$ cat config.mk
export PLATFORM = sky130hd
export DESIGN_NAME = ocp_ctrl
export DESIGN_NICKNAME = d
export VERILOG_FILES = /design/src/ocp_pkg.sv /design/src/ocp_ctrl.sv
export SDC_FILE = /design/constraint.sdc
export NUM_CORES = 1
export LEC_CHECK = 0
export BUFFER_PORTS_ARGS = -buffer_cell sky130_fd_sc_hd__clkbuf_2
export CAP_MARGIN = 20
export CORE_AREA = 2 2 39 41
export CTS_BUF_LIST = sky130_fd_sc_hd__clkbuf_4
export DETAILED_ROUTE_END_ITERATION = 6
export DIE_AREA = 0 0 41 43
export PLACE_DENSITY = 0.68
export SLEW_MARGIN = 20
export SYNTH_ARGS = -nofsm -noshare
export SYNTH_HDL_FRONTEND = slang
export SYNTH_SLANG_ARGS = --single-unit
$ cat constraint.sdc
create_clock -name clock -period 1.85 [get_ports clock]
set_clock_uncertainty 0.15 [all_clocks]
set_input_delay 0.2775 -clock clock [delete_from_list [all_inputs] [get_ports clock]]
set_output_delay 0.2775 -clock clock [all_outputs]
set_load 0.005 [all_outputs]
$ cat src/ocp_pkg.sv
// shared types, constants and helpers for the orbit camera block
`default_nettype none
package ocp_pkg;

   // 256 turns of 360 degrees in Q16.16, added to lift any angle above zero
   localparam logic [33:0] TURN_OFFSET = 34'd6039797760;

   // floor(h / 45) for h below 2^15 is (h * RECIP_45) >> 21
   localparam logic [15:0] RECIP_45 = 16'd46604;
   localparam logic [14:0] MOD_45   = 15'd45;

   // ceil(2^43 / 45) split at bit 19: floor(t * 2^13 / 45) is (t * mul) >> 30
   localparam logic [18:0] BANG_MUL_HI = 19'd372827;
   localparam logic [18:0] BANG_MUL_LO = 19'd11651;

   localparam logic signed [13:0] PITCH_GAIN  = 14'sd6554;
   localparam logic signed [15:0] ORBIT_GAIN  = 16'sd19661;
   localparam logic signed [33:0] CORDIC_GAIN = 34'sd652032874;
   localparam int                 CORDIC_STEPS = 30;

   localparam logic signed [23:0] PITCH_FLOOR_RESET = 24'sd0;
   localparam logic signed [23:0] PITCH_CEIL_RESET  = 24'sd5898240;
   localparam logic [30:0]        DISTANCE_RESET    = 31'd3276800;

   localparam logic [1:0] CSR_PITCH_FLOOR = 2'd0;
   localparam logic [1:0] CSR_PITCH_CEIL  = 2'd1;
   localparam logic [1:0] CSR_DISTANCE    = 2'd2;

   typedef enum logic [3:0] {
      ST_IDLE,
      ST_MUL,
      ST_PITCH,
      ST_ORB_WAIT,
      ST_PANG,
      ST_PANG_WAIT,
      ST_PCOR_WAIT,
      ST_VANG,
      ST_VANG_WAIT,
      ST_VCOR_WAIT,
      ST_CAM,
      ST_RSP
   } state_type;

   typedef enum logic [1:0] {
      ANG_ORBIT,
      ANG_PITCH,
      ANG_VIEW
   } ang_src_type;

   typedef struct packed {
      logic        capture;
      logic        mul;
      logic        pitch_upd;
      logic        ang_start;
      ang_src_type ang_src;
      logic        orbit_store;
      logic        cordic_start;
      logic        dist_mul;
      logic        off_mul;
      logic        out_load;
   } cmd_type;

   typedef struct packed {
      logic ang_done;
      logic cordic_done;
   } status_type;

   // arctangent of 2^-i as a binary angle, 2^32 per turn
   function automatic logic [29:0] arc_angle(input logic [4:0] i);
      logic [29:0] a;
      case (i)
         5'd0:  a = 30'h20000000;
         5'd1:  a = 30'h12E4051E;
         5'd2:  a = 30'h09FB385B;
         5'd3:  a = 30'h051111D4;
         5'd4:  a = 30'h028B0D43;
         5'd5:  a = 30'h0145D7E1;
         5'd6:  a = 30'h00A2F61E;
         5'd7:  a = 30'h00517C55;
         5'd8:  a = 30'h0028BE53;
         5'd9:  a = 30'h00145F2F;
         5'd10: a = 30'h000A2F98;
         5'd11: a = 30'h000517CC;
         5'd12: a = 30'h00028BE6;
         5'd13: a = 30'h000145F3;
         5'd14: a = 30'h0000A2FA;
         5'd15: a = 30'h0000517D;
         5'd16: a = 30'h000028BE;
         5'd17: a = 30'h0000145F;
         5'd18: a = 30'h00000A30;
         5'd19: a = 30'h00000518;
         5'd20: a = 30'h0000028C;
         5'd21: a = 30'h00000146;
         5'd22: a = 30'h000000A3;
         5'd23: a = 30'h00000051;
         5'd24: a = 30'h00000029;
         5'd25: a = 30'h00000014;
         5'd26: a = 30'h0000000A;
         5'd27: a = 30'h00000005;
         5'd28: a = 30'h00000003;
         5'd29: a = 30'h00000001;
         default: a = 30'h0;
      endcase
      return a;
   endfunction

   function automatic logic signed [31:0] sat32(input logic signed [35:0] v);
      logic signed [31:0] r;
      if (v > 36'sd2147483647) begin
         r = 32'sh7FFFFFFF;
      end else if (v < -36'sd2147483648) begin
         r = 32'sh80000000;
      end else begin
         r = v[31:0];
      end
      return r;
   endfunction

endpackage
`default_nettype wire

$ cat src/ocp_ctrl.sv
// controller: sequences one request through the datapath
`default_nettype none
module ocp_ctrl (
   input  wire logic                clock,
   input  wire logic                reset,
   input  wire logic                req_valid,
   output logic                     req_stall,
   output logic                     rsp_valid,
   input  wire logic                rsp_stall,
   output ocp_pkg::cmd_type         cmd,
   input  wire ocp_pkg::status_type status
);
   import ocp_pkg::*;

   state_type state_ff, state_in;

   always_ff @(posedge clock) begin
      if (reset) begin
         state_ff <= ST_IDLE;
      end else begin
         state_ff <= state_in;
      end
   end

   always_comb begin
      state_in = state_ff;
      cmd      = '0;
      cmd.ang_src = ANG_ORBIT;
      req_stall = 1'b1;
      rsp_valid = 1'b0;
      case (state_ff)
         ST_IDLE: begin
            req_stall = 1'b0;
            if (req_valid) begin
               cmd.capture = 1'b1;
               state_in    = ST_MUL;
            end
         end
         ST_MUL: begin
            cmd.mul  = 1'b1;
            state_in = ST_PITCH;
         end
         ST_PITCH: begin
            cmd.pitch_upd = 1'b1;
            cmd.ang_start = 1'b1;
            cmd.ang_src   = ANG_ORBIT;
            state_in      = ST_ORB_WAIT;
         end
         ST_ORB_WAIT: begin
            if (status.ang_done) begin
               cmd.orbit_store = 1'b1;
               state_in        = ST_PANG;
            end
         end
         ST_PANG: begin
            cmd.ang_start = 1'b1;
            cmd.ang_src   = ANG_PITCH;
            state_in      = ST_PANG_WAIT;
         end
         ST_PANG_WAIT: begin
            if (status.ang_done) begin
               cmd.cordic_start = 1'b1;
               state_in         = ST_PCOR_WAIT;
            end
         end
         ST_PCOR_WAIT: begin
            if (status.cordic_done) begin
               cmd.dist_mul = 1'b1;
               state_in     = ST_VANG;
            end
         end
         ST_VANG: begin
            cmd.ang_start = 1'b1;
            cmd.ang_src   = ANG_VIEW;
            state_in      = ST_VANG_WAIT;
         end
         ST_VANG_WAIT: begin
            if (status.ang_done) begin
               cmd.cordic_start = 1'b1;
               state_in         = ST_VCOR_WAIT;
            end
         end
         ST_VCOR_WAIT: begin
            if (status.cordic_done) begin
               cmd.off_mul = 1'b1;
               state_in    = ST_CAM;
            end
         end
         ST_CAM: begin
            cmd.out_load = 1'b1;
            state_in     = ST_RSP;
         end
         ST_RSP: begin
            rsp_valid = 1'b1;
            if (!rsp_stall) begin
               state_in = ST_IDLE;
            end
         end
         default: begin
            state_in = ST_IDLE;
         end
      endcase
   end

`ifndef SYNTHESIS
   a_ang_done_waited: assert property (@(posedge clock) disable iff (reset)
      status.ang_done |-> (state_ff == ST_ORB_WAIT || state_ff == ST_PANG_WAIT ||
                           state_ff == ST_VANG_WAIT))
      else $error("angle unit finished outside a wait state");
   a_cordic_done_waited: assert property (@(posedge clock) disable iff (reset)
      status.cordic_done |-> (state_ff == ST_PCOR_WAIT || state_ff == ST_VCOR_WAIT))
      else $error("cordic finished outside a wait state");
   a_accept_starts: assert property (@(posedge clock) disable iff (reset)
      (req_valid && !req_stall) |=> (state_ff == ST_MUL))
      else $error("accepted request did not start");
   a_single_start: assert property (@(posedge clock) disable iff (reset)
      !(cmd.ang_start && cmd.cordic_start))
      else $error("angle unit and cordic started together");
`endif

endmodule
`default_nettype wire

Word level (Yosys, flattened, before mapping)
Cells that the tools add are included.

word-level totals
  flip-flop bits (word level) = 4
  output and inout port bits = 13
  logic and storage cells = 44
  input port bits = 6

cells by class
  reductions and logical operators = 3
  equal/unequal tests = 18
  multiplexer cells = 22

operators by type and width
  kind                  number
  $pmux W4 S12          1
  $mux W4               7
  $eq A4 B3 Y1 const B  4
  $eq A4 B4 Y1 const B  4
  $ne A2 B2 Y1 const B  7
  $mux W1               13
  $pmux W3 S3           1
  $eq A4 B2 Y1 const B  2
  $reduce_and A7 Y1     1
  $eq A4 B1 Y1 const B  1
  $logic_not A4 Y1      1
  $reduce_or A2 Y1      1

Logic depth before layout (Yosys ltp)
  word-level depth = 3
  depth in mapped cells = 5
  mapped depth without buffers = 4

Least setup slack after synthesis
Ideal clock, no wire load.

  path kind = reg-to-reg
  start = reg state_ff[0]
  end = reg state_ff[1]
  clock period less this slack = 1.456 ns
  library setup time = 0.127 ns
  required time = 1.573 ns
  path buffers = 1
  slack = 0.394 ns
  cell stages (with the launch flop) = 6
  arrival = 1.178 ns
  cells stage by stage = dfxtp_1 > buf_6 > and4_1 > a311oi_2 > o221a_1 > o32ai_2

on the way
  cells in the longest elaborated chain, start to end = 3
  elaborated cells on any way between the ends = 21
  those cells by class = eq/ne (18); mux (1); reduce/logical (2)

RTL lines
  what                                        RTL line        RTL
  start: declaration                          ocp_ctrl.sv:15  state_type state_ff, state_in;
  start signal: assignment                    ocp_ctrl.sv:21  state_ff <= state_in;
  $eq A4 B2 Y1, or another cell as far along  ocp_ctrl.sv:31  case (state_ff)
  $ne A2 B2 Y1 (no line)                      n/a
  $reduce_and A7 Y1 (no line)                 n/a

Several ways; a longest one is shown, not always the timed one.
A chain may end at the register's enable or synchronous reset.

==> results.md <==
Status:
- The flow ran to the end, and the final reports show no timing, DRC or antenna violations.

Finish:
- Fill cells in the final layout number 139.
- The largest registers in the layout are state_ff x4.
- Counting flops per register, the top entry is state_ff.
- For this run, the post-layout net count is 91.
- The register with the most flip-flops in the layout has 4 of them.
- The most frequent standard cell in the layout excluding fill and tap cells is sky130_fd_sc_hd__clkbuf_2.
- The signed area change from the synthesized netlist to the final layout is 27.2%.
- In the layout the commonest cells are 18 x sky130_fd_sc_hd__clkbuf_2, 7 x sky130_fd_sc_hd__nor3_1, 6 x sky130_fd_sc_hd__nand2_1, 6 x sky130_fd_sc_hd__nor2_1.
- 0 antenna diodes ended up in the layout.
- The share of final-layout standard cells stronger than drive strength 1 is 0.422.

STA:
- The worst pin sits at a relative slew slack of 0.782.
- The final hold violation count was 0.
- Summed over all failing endpoints, the final setup total negative slack is 0 ns.
- Setup repair after global routing left no endpoint under its margin.
- The total count of max-transition violations in the final report came to 0.
- For the pin with the worst max-slew slack, the measured transition is 0.322 ns.
- Setup violations remaining at the end of the flow were counted as 0.
- Of the available clock period, the critical path in the final layout requires 0.920.
- The timing-limited maximum frequency is 0.588 GHz.
- The clock period could shrink to 1.70 ns.
- Hold timing on the final database bottoms out at a slack of 0.147 ns.

Yosys:
- The register bit count reported by yosys is 4.
- Of the synthesized area, sequential elements account for 0.168.
- The netlist uses 32 different library cells.
- The mapped netlist covers 478 sq um.
- In the synthesized netlist the dominant register cell turns out to be sky130_fd_sc_hd__dfxtp_1.
- The gate count of the mapped netlist is 64.
- After synthesis, the share of flip-flops with an asynchronous set or reset is 0.
- The number of warnings issued by yosys is 0.
- Counting every net in the synthesized netlist gives 70.
- After synthesis, the mean cell area works out to 7.47 sq um.
- Yosys mapped a number of flops with a built-in enable equal to 0.

Clock tree:
- The maximum count of clock buffers along a single path is 2.
- After clock tree synthesis, the flow added hold-fix buffers numbering 0.
- In this run the clock root is driven by a sky130_fd_sc_hd__clkbuf_4.
- TritonCTS built the clock tree.
- The H-tree level count is 1.
- For the worst-skew pair, the clock arrives at the later sink with an insertion delay of 0.23 ns.
- CTS saw 4 sinks.
- Gates resized during post-CTS repair numbered 1.
- After clock tree synthesis, the clock-pin slew on the worst setup and hold paths is 0.03 ns.
- The setup fix buffers added after clock tree synthesis is 0.
- The TritonCTS buffer count is 3.

Hold path:
- For hold timing, the worst endpoint is state_ff[3]$_SDFFE_PP0P_.
- The worst hold path class is in -> reg.
- Along the worst hold path, the cell count comes to 2.
- The startpoint of the lowest-slack hold path is reset.

Detailed routing:
- The iteration count of the initial detailed-routing pass is 4.
- In the final routed layout, each cell accounts on average for 12.2 um.
- For this block, the routed nets add up to 1.21 mm of wire.
- After detailed routing, the number of vias per cell comes to 5.60.
- The detail route stage leaves a number of antenna-violating nets equal to 0.
- The number of DRC markers after the initial detailed-route iteration is 25.
- The residual DRC count is 0.
- For this block, the via count after detailed routing is 554.

GRT:
- The first global-routing pass estimated 1.77 mm of wire.
- Entering global routing, the biggest net connects 17 pins.
- For this run, the total global-route usage over all layers was measured as 0.151.
- After global routing the overflow that remains totals 0.
- The number of antenna violations at the first check in global routing was 0.
- The number of global-route vias before repair is 405.

Setup path:
- The register-to-register path setup slack is 0.29 ns.
- The number of cells on the worst reg-to-reg path is 5.
- The capturing element type of the critical path is an output pin.
- Of all nets on the critical path, the largest fanout is 12.
- The largest individual stage delay along the critical path comes from the cell sky130_fd_sc_hd__dfxtp_2.
- The worst reg2reg path startpoint is state_ff[0]$_SDFFE_PP0P_.
- The type of the worst setup path is reg -> out.
- Traced cell by cell, the critical path runs through buf_4 > nor2_1 > and4_2 > clkbuf_2.
- STA classifies the critical path startpoint as a flop.
- Together, buffers and inverters on the worst path number 2.
- The endpoint identified for the worst register-to-register timing path is state_ff[1]$_SDFFE_PP0P_.
- The critical path's top delay family is simple AND/OR/NAND/NOR gates.
- For this run, the slowest stage of the critical path takes 0.35 ns.
- Data on the critical path is required at its endpoint by 1.42 ns.
- The arrival time at the worst endpoint is 1.27 ns.

Pwr:
- The worst ir drop on vdd is 0.610 mV.
- The ratio of total power to cell area is 966 nW/um^2.
- The analysis attributes to cell leakage a power of 0.286 nW.
- The design draws 587 uW.

Placement:
- The global placer's final weighted congestion is 0.777.
- The count of port buffers added during placement is 18.
- The estimated wirelength of the detail-placed design is 908 um.

Floorplanning:
- The overall die height is 43 um.
- The number of I/O pins is 19.
- The area of the core is 1380 sq um.
- The area enclosed by the die boundary is 1760 sq um.
- The standard-cell row count is 14.
- The floorplan step set the die width to 41 um.
- For this configuration, the core starts out at a cell density of 0.345.

Flow run:
- The count of maximum capacitance violations is 0.
cells in the mapped netlist (2+ instances only):
cell                       n  area, sq um
sky130_fd_sc_hd__nor3_1    7         35.0
sky130_fd_sc_hd__inv_1     4         15.0
sky130_fd_sc_hd__and3_1    3         18.8
sky130_fd_sc_hd__o211ai_1  2         15.0
sky130_fd_sc_hd__a21oi_1   3         15.0
sky130_fd_sc_hd__nand2_1   6         22.5
sky130_fd_sc_hd__nor3b_1   2         15.0
sky130_fd_sc_hd__mux2i_1   2         20.0
sky130_fd_sc_hd__dfxtp_1   4         80.1
sky130_fd_sc_hd__nor2_1    6         22.5
sky130_fd_sc_hd__and4_1    2         17.5
sky130_fd_sc_hd__buf_2     3         15.0
area by class of cell:
class,instances,area (sq um),share of cell area
tap,16,20.0,0.0329
inverter,5,18.8,0.0309
clock buffer,3,22.5,0.0370
sequential,4,85.1,0.140
multi-input combinational,50,349,0.574
timing repair buffer,21,113,0.185
how the worst max path moves through the flow:
stage	from	to	slack, ns	cells past startpoint
finish	state_ff[0]$_SDFFE_PP0P_	cmd[2]	0.15	4
global route	state_ff[2]$_SDFFE_PP0P_	cmd[7]	0.05	5
CTS	state_ff[3]$_SDFFE_PP0P_	cmd[3]	0.04	4
detailed placement	state_ff[1]$_SDFFE_PP0P_	state_ff[1]$_SDFFE_PP0P_	0.16	4
global placement	state_ff[1]$_SDFFE_PP0P_	state_ff[1]$_SDFFE_PP0P_	0.19	4
floorplan	state_ff[0]$_SDFFE_PP0P_	state_ff[1]$_SDFFE_PP0P_	0.39	5
report_power, final:
part / switching [mW] / leakage [nW] / internal [mW]
combinational: 0.165 / 0.238 / 0.153
clock: 0.0314 / 0.0138 / 0.0723
sequential: 0.0549 / 0.0343 / 0.110
through the flow:
stage                util  instances  worst slack, ns  area (sq um)
finish              0.439         99            0.149           608
global route        0.439         99           0.0545           608
global placement    0.420         96            0.186           581
CTS                 0.437         99           0.0449           604
floorplan               -         64            0.394           478
detailed placement  0.420         96            0.155           581
per-layer routing:
| layer | GRT usage | wire (um) | share of wire | vias to the layer above |
|---|---|---|---|---|
| met1 | 0.215 | 561 | 0.47 | 241 |
| met5 | 0 | 0 | 0 | - |
| met2 | 0.184 | 528 | 0.44 | 30 |
| met3 | 0.0314 | 107 | 0.089 | 2 |
| met4 | 0.120 | 8 | 0.0066 | 0 |
| li1 | - | - | - | 281 |
logic make-up after synthesis:
group	after synthesis	share of synthesized area
and+or+nand+nor	34	0.432
AOI/OAI and AO/OA	13	0.238
buffers and inverters	10	0.102
DFF	4	0.168
muxes	2	0.0419
xor gates and xnor gates	1	0.0183
No activity file was read; power rests on OpenSTA's default activity.
